<file path="config.mk">
export PLATFORM = sky130hd
export DESIGN_NAME = ansi256_to_base16_colour
export DESIGN_NICKNAME = d
export VERILOG_FILES = /design/src/sv/a2b_pkg.sv /design/src/sv/ansi256_to_base16_colour.sv /design/src/sv/a2b_dist.sv
export SDC_FILE = /design/constraint.sdc
export NUM_CORES = 1
export LEC_CHECK = 0
export BUFFER_PORTS_ARGS = -buffer_cell sky130_fd_sc_hd__buf_2
export CAP_MARGIN = 20
export CORE_ASPECT_RATIO = 1.5
export CORE_MARGIN = 2
export CORE_UTILIZATION = 35
export DETAILED_ROUTE_END_ITERATION = 10
export PLACE_DENSITY = 0.57
export SLEW_MARGIN = 25
export SYNTH_ARGS = -nofsm -noshare
export SYNTH_HDL_FRONTEND = slang
export SYNTH_SLANG_ARGS = --single-unit
</file>
<file path="constraint.sdc">
create_clock -name clock -period 16.2 [get_ports clock]
set_input_delay 2.43 -clock clock [delete_from_list [all_inputs] [get_ports clock]]
set_output_delay 2.43 -clock clock [all_outputs]
set_load 0.05 [all_outputs]
</file>
<file path="src/sv/a2b_pkg.sv">
// Shared types, constants and palette helpers for the color code converter.
package a2b_pkg;

   localparam int unsigned CODE_W  = 8;
   localparam int unsigned INDEX_W = 4;
   localparam int unsigned RGB_W   = 24;
   localparam int unsigned DIST_W  = 29;
   localparam int unsigned NUM_BASE = 16;

   localparam logic [CODE_W-1:0] FG_LO     = 8'd30;
   localparam logic [CODE_W-1:0] FG_HI     = 8'd37;
   localparam logic [CODE_W-1:0] BRIGHT_LO = 8'd90;
   localparam logic [CODE_W-1:0] BRIGHT_HI = 8'd97;
   localparam logic [CODE_W-1:0] CUBE_BASE = 8'd16;
   localparam logic [CODE_W-1:0] GREY_BASE = 8'd232;

   localparam logic [RGB_W-1:0] BASE_RGB [NUM_BASE] = '{
      24'h000000, 24'hcd0000, 24'h00cd00, 24'hcdcd00,
      24'h0000ee, 24'hcd00cd, 24'h00cdcd, 24'he5e5e5,
      24'h7f7f7f, 24'hff0000, 24'h00ff00, 24'hffff00,
      24'h5c5cff, 24'hff00ff, 24'h00ffff, 24'hffffff
   };

   typedef enum logic [3:0] {
      ST_IDLE  = 4'b0001,
      ST_CHECK = 4'b0010,
      ST_RUN   = 4'b0100,
      ST_WAIT  = 4'b1000
   } state_type;

   typedef struct packed {
      logic               valid;
      logic [INDEX_W-1:0] tag;
      logic [RGB_W-1:0]   pix;
      logic [RGB_W-1:0]   cand;
   } dist_req_type;

   typedef struct packed {
      logic               valid;
      logic [INDEX_W-1:0] tag;
      logic [DIST_W-1:0]  distance;
   } dist_rsp_type;

   function automatic logic [7:0] cube_level(input logic [2:0] v);
      logic [7:0] lvl;
      if (v == 3'd0) begin
         lvl = 8'd0;
      end else begin
         lvl = 8'd55 + 8'd40 * {5'b0, v};
      end
      return lvl;
   endfunction

   function automatic logic [RGB_W-1:0] palette_rgb(input logic [CODE_W-1:0] idx);
      logic [7:0] c;
      logic [7:0] rem;
      logic [2:0] r;
      logic [2:0] g;
      logic [2:0] b;
      logic [7:0] v;
      logic [RGB_W-1:0] rgb;
      c   = 8'd0;
      rem = 8'd0;
      r   = 3'd0;
      g   = 3'd0;
      b   = 3'd0;
      v   = 8'd0;
      if (idx < CUBE_BASE) begin
         rgb = BASE_RGB[idx[INDEX_W-1:0]];
      end else if (idx < GREY_BASE) begin
         c = idx - CUBE_BASE;
         // digit-by-compare split of the cube offset into r, g, b
         r = (c >= 8'd180) ? 3'd5 : (c >= 8'd144) ? 3'd4 : (c >= 8'd108) ? 3'd3 :
             (c >= 8'd72)  ? 3'd2 : (c >= 8'd36)  ? 3'd1 : 3'd0;
         rem = c - 8'd36 * {5'b0, r};
         g = (rem >= 8'd30) ? 3'd5 : (rem >= 8'd24) ? 3'd4 : (rem >= 8'd18) ? 3'd3 :
             (rem >= 8'd12) ? 3'd2 : (rem >= 8'd6)  ? 3'd1 : 3'd0;
         b = 3'(rem - 8'd6 * {5'b0, g});
         rgb = {cube_level(r), cube_level(g), cube_level(b)};
      end else begin
         v = 8'd8 + 8'd10 * (idx - GREY_BASE);
         rgb = {v, v, v};
      end
      return rgb;
   endfunction

endpackage

</file>
<file path="src/sv/ansi256_to_base16_colour.sv">
// Color code to base color index: sequencer, palette lookup and minimum search.
// SGR codes 30-37 and 90-97 are mapped directly in the check state; all other
// codes are palette codes (16 candidates through a 2-stage distance pipe).
// A new code is taken only once the last one is done; busy stays high until the result strobe.
// Reset is synchronous and clears only the sequencer, strobe and pipe valids;
// the receiver cannot stall, so each result is shown for exactly one cycle.
module ansi256_to_base16_colour (
   input  logic                          clock,
   input  logic                          reset,
   input  logic                          start,
   output logic                          busy,
   input  logic [a2b_pkg::CODE_W-1:0]    req_colour_code,
   output logic                          rsp_valid,
   output logic [a2b_pkg::INDEX_W-1:0]   rsp_base_index
);
   import a2b_pkg::*;

   state_type          state_ff, state_in;
   logic [CODE_W-1:0]  code_ff, code_in;
   logic [RGB_W-1:0]   rgb_ff, rgb_in;
   logic [INDEX_W-1:0] cnt_ff, cnt_in;
   logic [DIST_W-1:0]  best_ff, best_in;
   logic [INDEX_W-1:0] pick_ff, pick_in;
   logic               rsp_valid_ff, rsp_valid_in;
   logic [INDEX_W-1:0] rsp_index_ff, rsp_index_in;

   dist_req_type dreq;
   dist_rsp_type drsp;
   logic         is_fg, is_bright, take;

   a2b_dist u_dist (
      .clock (clock),
      .reset (reset),
      .req   (dreq),
      .rsp   (drsp)
   );

   assign is_fg     = code_ff inside {[FG_LO:FG_HI]};
   assign is_bright = code_ff inside {[BRIGHT_LO:BRIGHT_HI]};
   assign take      = drsp.valid && ((drsp.tag == '0) || (drsp.distance < best_ff));

   always_comb begin
      dreq.valid = (state_ff == ST_RUN);
      dreq.tag   = cnt_ff;
      dreq.pix   = rgb_ff;
      dreq.cand  = BASE_RGB[cnt_ff];
   end

   always_comb begin
      state_in     = state_ff;
      code_in      = code_ff;
      rgb_in       = rgb_ff;
      cnt_in       = cnt_ff;
      best_in      = best_ff;
      pick_in      = pick_ff;
      rsp_valid_in = 1'b0;
      rsp_index_in = rsp_index_ff;
      if (take) begin
         best_in = drsp.distance;
         pick_in = drsp.tag;
      end
      case (state_ff)
         ST_IDLE: begin
            if (start) begin
               code_in  = req_colour_code;
               state_in = ST_CHECK;
            end
         end
         ST_CHECK: begin
            if (is_fg) begin
               rsp_valid_in = 1'b1;
               rsp_index_in = INDEX_W'(code_ff - FG_LO);
               state_in     = ST_IDLE;
            end else if (is_bright) begin
               rsp_valid_in = 1'b1;
               rsp_index_in = INDEX_W'(code_ff - BRIGHT_LO) | 4'b1000;
               state_in     = ST_IDLE;
            end else begin
               rgb_in   = palette_rgb(code_ff);
               cnt_in   = '0;
               state_in = ST_RUN;
            end
         end
         ST_RUN: begin
            cnt_in = cnt_ff + 1'b1;
            if (cnt_ff == INDEX_W'(NUM_BASE - 1)) begin
               state_in = ST_WAIT;
            end
         end
         ST_WAIT: begin
            // last candidate leaves the pipe: fold its compare into the beat
            if (drsp.valid && (drsp.tag == INDEX_W'(NUM_BASE - 1))) begin
               rsp_valid_in = 1'b1;
               rsp_index_in = take ? drsp.tag : pick_ff;
               state_in     = ST_IDLE;
            end
         end
         default: begin
            state_in = ST_IDLE;
         end
      endcase
   end

   always_ff @(posedge clock) begin
      if (reset) begin
         state_ff     <= ST_IDLE;
         rsp_valid_ff <= 1'b0;
      end else begin
         state_ff     <= state_in;
         rsp_valid_ff <= rsp_valid_in;
      end
   end

   always_ff @(posedge clock) begin
      code_ff      <= code_in;
      rgb_ff       <= rgb_in;
      cnt_ff       <= cnt_in;
      best_ff      <= best_in;
      pick_ff      <= pick_in;
      rsp_index_ff <= rsp_index_in;
   end

   assign busy           = (state_ff != ST_IDLE);
   assign rsp_valid      = rsp_valid_ff;
   assign rsp_base_index = rsp_index_ff;

endmodule

</file>
<file path="src/sv/a2b_dist.sv">
// Pipelined weighted red-mean distance unit, one candidate per cycle.
module a2b_dist (
   input  logic                 clock,
   input  logic                 reset,
   input  a2b_pkg::dist_req_type req,
   output a2b_pkg::dist_rsp_type rsp
);
   import a2b_pkg::*;

   logic [7:0]  rx, ry, gx, gy, bx, by;
   logic [8:0]  rs;
   logic [7:0]  dr, dg, db;

   logic              s1_valid_ff, s1_valid_in;
   logic [INDEX_W-1:0] s1_tag_ff;
   logic [15:0]       s1_sqr_ff, s1_sqg_ff, s1_sqb_ff;
   logic [10:0]       s1_wr_ff, s1_wb_ff;

   logic              s2_valid_ff, s2_valid_in;
   logic [INDEX_W-1:0] s2_tag_ff;
   logic [26:0]       s2_pr_ff, s2_pg_ff, s2_pb_ff;

   always_comb begin
      rx = req.pix[23:16];
      gx = req.pix[15:8];
      bx = req.pix[7:0];
      ry = req.cand[23:16];
      gy = req.cand[15:8];
      by = req.cand[7:0];
      rs = {1'b0, rx} + {1'b0, ry};
      dr = (rx > ry) ? (rx - ry) : (ry - rx);
      dg = (gx > gy) ? (gx - gy) : (gy - gx);
      db = (bx > by) ? (bx - by) : (by - bx);
   end

   assign s1_valid_in = req.valid;
   assign s2_valid_in = s1_valid_ff;

   always_ff @(posedge clock) begin
      if (reset) begin
         s1_valid_ff <= 1'b0;
         s2_valid_ff <= 1'b0;
      end else begin
         s1_valid_ff <= s1_valid_in;
         s2_valid_ff <= s2_valid_in;
      end
   end

   // stage 1: squares and red-mean weights
   always_ff @(posedge clock) begin
      s1_tag_ff <= req.tag;
      s1_sqr_ff <= {8'b0, dr} * {8'b0, dr};
      s1_sqg_ff <= {8'b0, dg} * {8'b0, dg};
      s1_sqb_ff <= {8'b0, db} * {8'b0, db};
      s1_wr_ff  <= 11'd1024 + {2'b0, rs};
      s1_wb_ff  <= 11'd1534 - {2'b0, rs};
   end

   // stage 2: weighted terms
   always_ff @(posedge clock) begin
      s2_tag_ff <= s1_tag_ff;
      s2_pr_ff  <= {16'b0, s1_wr_ff} * {11'b0, s1_sqr_ff};
      s2_pg_ff  <= {s1_sqg_ff, 11'b0};
      s2_pb_ff  <= {16'b0, s1_wb_ff} * {11'b0, s1_sqb_ff};
   end

   always_comb begin
      rsp.valid    = s2_valid_ff;
      rsp.tag      = s2_tag_ff;
      rsp.distance = {2'b0, s2_pr_ff} + {2'b0, s2_pg_ff} + {2'b0, s2_pb_ff};
   end

endmodule
</file>
# After elaboration in Yosys (flattened, before gate mapping)

Memories as Yosys holds them, arrays and structs flattened.
Index checks and enable logic that the tools add are counted.
Widths: inputs -> output; s select.

Bits in read-only memories: 768
Register bits after elaboration: 228
Input port bits: 11
Memories kept: 2

Memory list:

| memory          | depth | bits a word | rd ports | clocked after Yosys merged registers in | write ports | RTL line                       | text |
|---|---|---|---|---|---|---|---|
| (no name shown) | 16    | 24          | 1        | 0                                       | 0           | a2b_pkg.sv:69                  | `rgb = BASE_RGB[idx[INDEX_W-1:0]];` |
| (no name shown) | 16    | 24          | 1        | 0                                       | 0           | ansi256_to_base16_colour.sv:46 | `dreq.cand = BASE_RGB[cnt_ff];` |

Add/sub/neg operators: 22
Magnitude comparators: 22
Bitwise logic cells: 4
Equality and inequality tests: 13
Multiply operators: 11
Reduce and logical (&&, ||, !) cells: 16
Mux-type cells: 40

Operators by type and width:

| cell                  | number |
|---|---|
| $mux 24               | 6 |
| $sub 8x8->8           | 7 |
| $mul 11x16->27        | 2 |
| $mul 8x8->16          | 3 |
| $mux 8                | 6 |
| $mux 4                | 9 |
| $ge 8x5->1 const B    | 4 |
| $add 29x27->29        | 1 |
| $lt 29x29->1          | 1 |
| $add 27x27->28        | 1 |
| $add 6x8->8 const A   | 3 |
| $ge 8x7->1 const B    | 3 |
| $gt 8x8->1            | 3 |
| $mux 3                | 6 |
| $ge 8x8->1 const B    | 2 |
| $pmux 4 s2            | 2 |
| $pmux 4 s4            | 1 |
| $mul 3x3->5 const A   | 3 |
| $eq 4x4->1 const B    | 3 |
| $reduce_and 3->1      | 4 |
| $add 11x9->11 const A | 1 |
| $sub 11x9->11 const A | 1 |
| $ge 5x5->1 const B    | 2 |
| $ne 2x2->1 const B    | 5 |
| other kinds (34)      | 49 |

# Logic depth before layout (Yosys ltp)

Depth after elaboration: 22
Gate-level depth with buffers: 34

# By module

A second synthesis with hierarchy kept.

Cells, all modules: 3084
Area, all modules: 28135.7 µm²

Modules (own cells, without submodules):

| module                   | instances | cells each | area each (µm²) | sequential area each (µm²) |
|---|---|---|---|---|
| a2b_dist                 | 1         | 2547       | 22793.1         | 2842.7 |
| ansi256_to_base16_colour | 1         | 537        | 5342.6          | 2252.2 |

# Least setup slack after synthesis

OpenSTA, ideal clock, no wires.

Path kind: register to register
From: reg cnt_ff[2]
To: reg u_dist.s1_sqr_ff[15]
Data required time: 16.077 ns
Data arrival time: 6.712 ns
Period minus slack after synthesis: 6.835 ns
Cell stages (with the launch flop): 31
Setup slack: 9.365 ns
Path through: edfxtp_1 -> clkbuf_1 -> inv_1 -> nand2_1 -> o21ai_0 -> ha_1 -> inv_1 -> fa_1 -> nand3_1 -> a21oi_2 -> o21ai_4 -> mux2_4 -> a211oi_4 -> xnor2_1 -> or2_1 -> fa_1 -> fa_1 -> inv_1 -> ha_1 -> inv_1 -> fa_1 -> inv_1 -> ha_1 -> a21o_1 -> a21oi_1 -> nor2b_1 -> o21a_1 -> o311a_1 -> nor2_1 -> a21oi_1 -> xor2_1

Longest elaborated chain between the ends: 7

RTL lines:

| element                                          | RTL line                        | text |
|---|---|---|
| start: declaration                               | ansi256_to_base16_colour.sv:21  | `logic [INDEX_W-1:0] cnt_ff, cnt_in;` |
| start signal: assignment                         | ansi256_to_base16_colour.sv:117 | `cnt_ff <= cnt_in;` |
| $not 4->5 (not written as such) (*)              | ansi256_to_base16_colour.sv:46  |  |
| $mem_v2 16x24 (*)                                | -                               |  |
| $mux 24 (not written as such) (*) (2 in a row)   | ansi256_to_base16_colour.sv:46  |  |
| $sub 8x8->8 / $gt 8x8->1 (equally long branches) | a2b_dist.sv:31                  | `dr = (rx > ry) ? (rx - ry) : (ry - rx);` |
| $mux 8 (*)                                       | a2b_dist.sv:31                  |  |
| $mul 8x8->16 (*)                                 | a2b_dist.sv:52                  | `s1_sqr_ff <= {8'b0, dr} * {8'b0, dr};` |
| end signal: assignment                           | a2b_dist.sv:52                  |  |
| end: declaration                                 | a2b_dist.sv:16                  | `logic [15:0] s1_sqr_ff, s1_sqg_ff, s1_sqb_ff;` |

Mark *: on every way between the ends. The rest lies on a longest branch, timed or not. The select of a mux whose other input is x is not followed.
A chain may end at the register's enable or synchronous reset.

# Final worst setup path

From: reg cnt_ff[0]
To: reg u_dist.s1_sqb_ff[13]

Longest elaborated chain between the ends: 7

RTL lines:

| element                                          | RTL line                       | text |
|---|---|---|
| $not 4->5 (not written as such) (*)              | ansi256_to_base16_colour.sv:46 |  |
| $mem_v2 16x24 (*)                                | -                              |  |
| $mux 24 (not written as such) (*) (2 in a row)   | ansi256_to_base16_colour.sv:46 |  |
| $sub 8x8->8 / $gt 8x8->1 (equally long branches) | a2b_dist.sv:33                 | `db = (bx > by) ? (bx - by) : (by - bx);` |
| $mux 8 (*)                                       | a2b_dist.sv:33                 |  |
| $mul 8x8->16 (*)                                 | a2b_dist.sv:54                 | `s1_sqb_ff <= {8'b0, db} * {8'b0, db};` |
| end signal: assignment                           | a2b_dist.sv:54                 |  |
| end: declaration                                 | a2b_dist.sv:16                 |  |

Marks and branches as above.

==> metrics <==
kind of start point of the critical path=flip-flop; Synth top area share=0.2236; area grow syn2layout=6.852%; Syn Std Cell Area=0.02785 sq mm; row count=126; worst-skew pair later-pin latency=0.58 ns; max-cap violation count=0; Synth Area in Compound Gates=0.1227; end point of the critical path=u_dist.s1_sqb_ff[13]$_DFF_P_; RD Place Congestion=0.9205; Reg clk slew, reported paths=0.07 ns; crit path max fanout=11; WS Path Type=flip-flop to flip-flop; fraction of registers with async set/reset=0; metal1 wirelength=24300 microns; Starting Density=0.3533; Slew headroom=0.3130; Core Area=0.07883 sq mm; FF+latch count, synth=220; main area contributors after synthesis=fa_1, ha_1, dfxtp_1, edfxtp_1, inv_1; Register-to-Register Setup Slack=8.38 ns; distinct cell type count after synthesis=95; Wirelength per Cell=16.22 microns; Seq/Total Area, Yosys=0.1829; setup bufs post-CTS=0; HP Class=flip-flop to flip-flop; Crit. End Element=flip-flop; CP peak stage delay=0.61 ns; CP startpoint=cnt_ff[0]$_SDFFCE_PN0P_; initial antenna violation count=2; Worst Slack Setup Final=8.383 ns; Finished Cell Area=0.02976 sq mm; Post-DP Area=0.02897 sq mm; critical path arrival=8.32 ns; TritonCTS clock tree=built; pre-CTS setup slack=8.359 ns; CTS Root Cell=clkbuf_16; WL met2=36900 microns; Setup Skew=0.03797 ns; final hold vios=0; Nets=3756; via/cell ratio=5.000; Die Y=349.5 microns; # diodes=0; share of layout cells above drive strength 1=0.04298; Top Layer Used=met4; DR iter-0 viols=695; first-pass GRT wire length=108500 microns; overall routing resource usage=0.1659; post-route clock period utilization=0.4825; number of global-route vias before repair=21360; Worst Path Required=16.71 ns; average size of a mapped cell=9.125 sq um; Clock Sinks=220; die width=234.3 microns; gate count after technology mapping=3052; H-tree depth=1; outcome=complete, no violations; Syn. warnings=0; slowest cell on the critical path=xnor2_1; Reg-to-Reg Start=cnt_ff[0]$_SDFFCE_PN0P_; unrepaired setup endpoints after global routing=false; I/O Buffers=16; CTS Buffer Depth=3; hold_ws=0.3234 ns; Synth Area in XOR/XNOR=0.05400; Routed Antenna Nets=0; number of synthesized flops with an enable pin=69; Synth area leader=fa_1; via count=20360; Worst R2R End=u_dist.s1_sqb_ff[13]$_DFF_P_; post-synthesis adder-cell area fraction=0.4050; CTS buffer count=24; maximum clock frequency=127.9 MHz; Final Max Slew Viols=0; Post-CTS Resized=0; Final Critical Period=7.817 ns; met3 WL=1539 microns; io pins=17; most used cell, CP=inv_1; worst reg2reg path depth=31; Slew @ Worst Pin=1.021 ns; largest family of logic cells by synthesized area=adder cells; DRC=0; Final setup viols=0; mux cell area share after synthesis=0.01087; main flop type after synthesis=dfxtp_1; TritonRoute pass-1 iters=5; pin count of the biggest net entering global routing=40; total grt overflow=0; Final TNS setup=0 ns; number of hold buffers added after CTS=0; final wirelength=66060 microns; die area=0.08189 sq mm; Simple-Gate Fraction of Synth Area=0.1472; dpl hpwl=54620 microns
## Yosys cell counts, drive strengths merged, types with 46 or more instances
| library cell | n |
|---|---|
| ha | 403 |
| nor2 | 187 |
| clkbuf | 66 |
| a21oi | 137 |
| a21o | 46 |
| xnor2 | 137 |
| edfxtp | 69 |
| and2 | 141 |
| o21ai | 97 |
| inv | 482 |
| dfxtp | 151 |
| nand2 | 284 |
| fa | 311 |
| nand3 | 47 |
| nor3 | 47 |
## stage by stage
step	utilization	instances
2_1_floorplan	-	3061
3_3_place_gp	0.3673	4029
3_5_place_dp	0.3675	4029
4_1_cts	0.3775	4072
5_1_grt	0.3775	4072
6_report	0.3775	4072
## metal layers
| metal | track usage | vias up |
|---|---|---|
| li1 | - | 9980 |
| met1 | 0.1735 | 9939 |
| met2 | 0.3291 | 303 |
| met3 | 0.01084 | 140 |
| met4 | 0.07881 | 0 |
| met5 | 0 | - |
## worst max-delay path: cells and delay by family, from the launching register on
family	cells	cell delay [ns]
and+or+nand+nor	2	0.42
AOI/OAI and AO/OA	12	2.64
adders and majority gates	7	2.50
buffers and inverters	7	0.60
DFF	1	0.56
muxes	1	0.28
xor gates and xnor gates	2	0.73
## cell type report
| class | instances | area (sq um) |
|---|---|---|
| clock buffers | 27 | 631.9 |
| clock inverters | 16 | 160.2 |
| fillers | 8025 | 49070 |
| inverters | 482 | 1809 |
| multi-input cells | 2282 | 20660 |
| flip-flops and latches | 220 | 5095 |
| well taps | 1024 | 1281 |
| repair buffers | 21 | 117.6 |
## registers in the layout, indices dropped and copies added (netlist names), 10 cells and up
name              cells
u_dist.s2_pr_ff      27
u_dist.s1_sqg_ff     15
u_dist.s1_sqb_ff     15
u_dist.s2_pg_ff      15
rgb_ff               24
u_dist.s2_pb_ff      27
u_dist.s1_wb_ff      10
u_dist.s1_sqr_ff     15
best_ff              29
## worst min path at each step
stage                             endpoint                          from  depth (start not counted)
2_1_floorplan  u_dist.s2_pg_ff[11]$_DFF_P_   u_dist.s1_sqg_ff[0]$_DFF_P_                          0
3_3_place_gp   u_dist.s2_pg_ff[23]$_DFF_P_  u_dist.s1_sqg_ff[12]$_DFF_P_                          0
3_5_place_dp   u_dist.s2_pg_ff[19]$_DFF_P_   u_dist.s1_sqg_ff[8]$_DFF_P_                          0
4_1_cts        u_dist.s2_pg_ff[19]$_DFF_P_   u_dist.s1_sqg_ff[8]$_DFF_P_                          0
5_1_grt        u_dist.s2_pg_ff[20]$_DFF_P_   u_dist.s1_sqg_ff[9]$_DFF_P_                          0
6_report       u_dist.s2_pg_ff[20]$_DFF_P_   u_dist.s1_sqg_ff[9]$_DFF_P_                          0
## cell families after synthesis
group | after synthesis
multiplexers | 28
other | 2
AND/OR/NAND/NOR | 852
AO/OA/AOI/OAI | 506
buffers and inverters | 559
flip-flops | 220
adder cells (fa/ha/maj) | 715
XOR/XNOR | 170
## placed cells by master (no fill, tap or decap), types with 8 or more instances in the layout
| cell | synthesis | final |
|---|---|---|
| nand2b_1 | 24 | 24 |
| nand4_1 | 10 | 10 |
| and2_1 | 141 | 141 |
| o21bai_1 | 21 | 21 |
| a31oi_1 | 26 | 26 |
| clkbuf_16 | 0 | 24 |
| xor2_1 | 32 | 32 |
| fa_1 | 311 | 311 |
| buf_2 | 6 | 16 |
| edfxtp_1 | 69 | 69 |
| o21ai_0 | 92 | 92 |
| o21a_1 | 27 | 27 |
| ha_1 | 403 | 403 |
| inv_1 | 481 | 481 |
| nor3_1 | 47 | 47 |
| dfxtp_1 | 151 | 151 |
| xnor2_1 | 136 | 136 |
| nor2b_1 | 33 | 33 |
| nand3_1 | 47 | 47 |
| conb_1 | 2 | 11 |
| nor2_1 | 187 | 187 |
| a211oi_1 | 24 | 24 |
| and3_1 | 11 | 11 |
| a21oi_1 | 134 | 134 |
| nand2_1 | 282 | 282 |
| mux2_2 | 8 | 8 |
| mux2i_1 | 16 | 16 |
| o211ai_1 | 23 | 23 |
| o31ai_1 | 8 | 8 |
| a21o_1 | 45 | 45 |
| or2_2 | 22 | 22 |
| or3_1 | 13 | 13 |
Power is not shown: default switching activity piles up to over one toggle a cycle in this logic, so the estimate is an artifact.
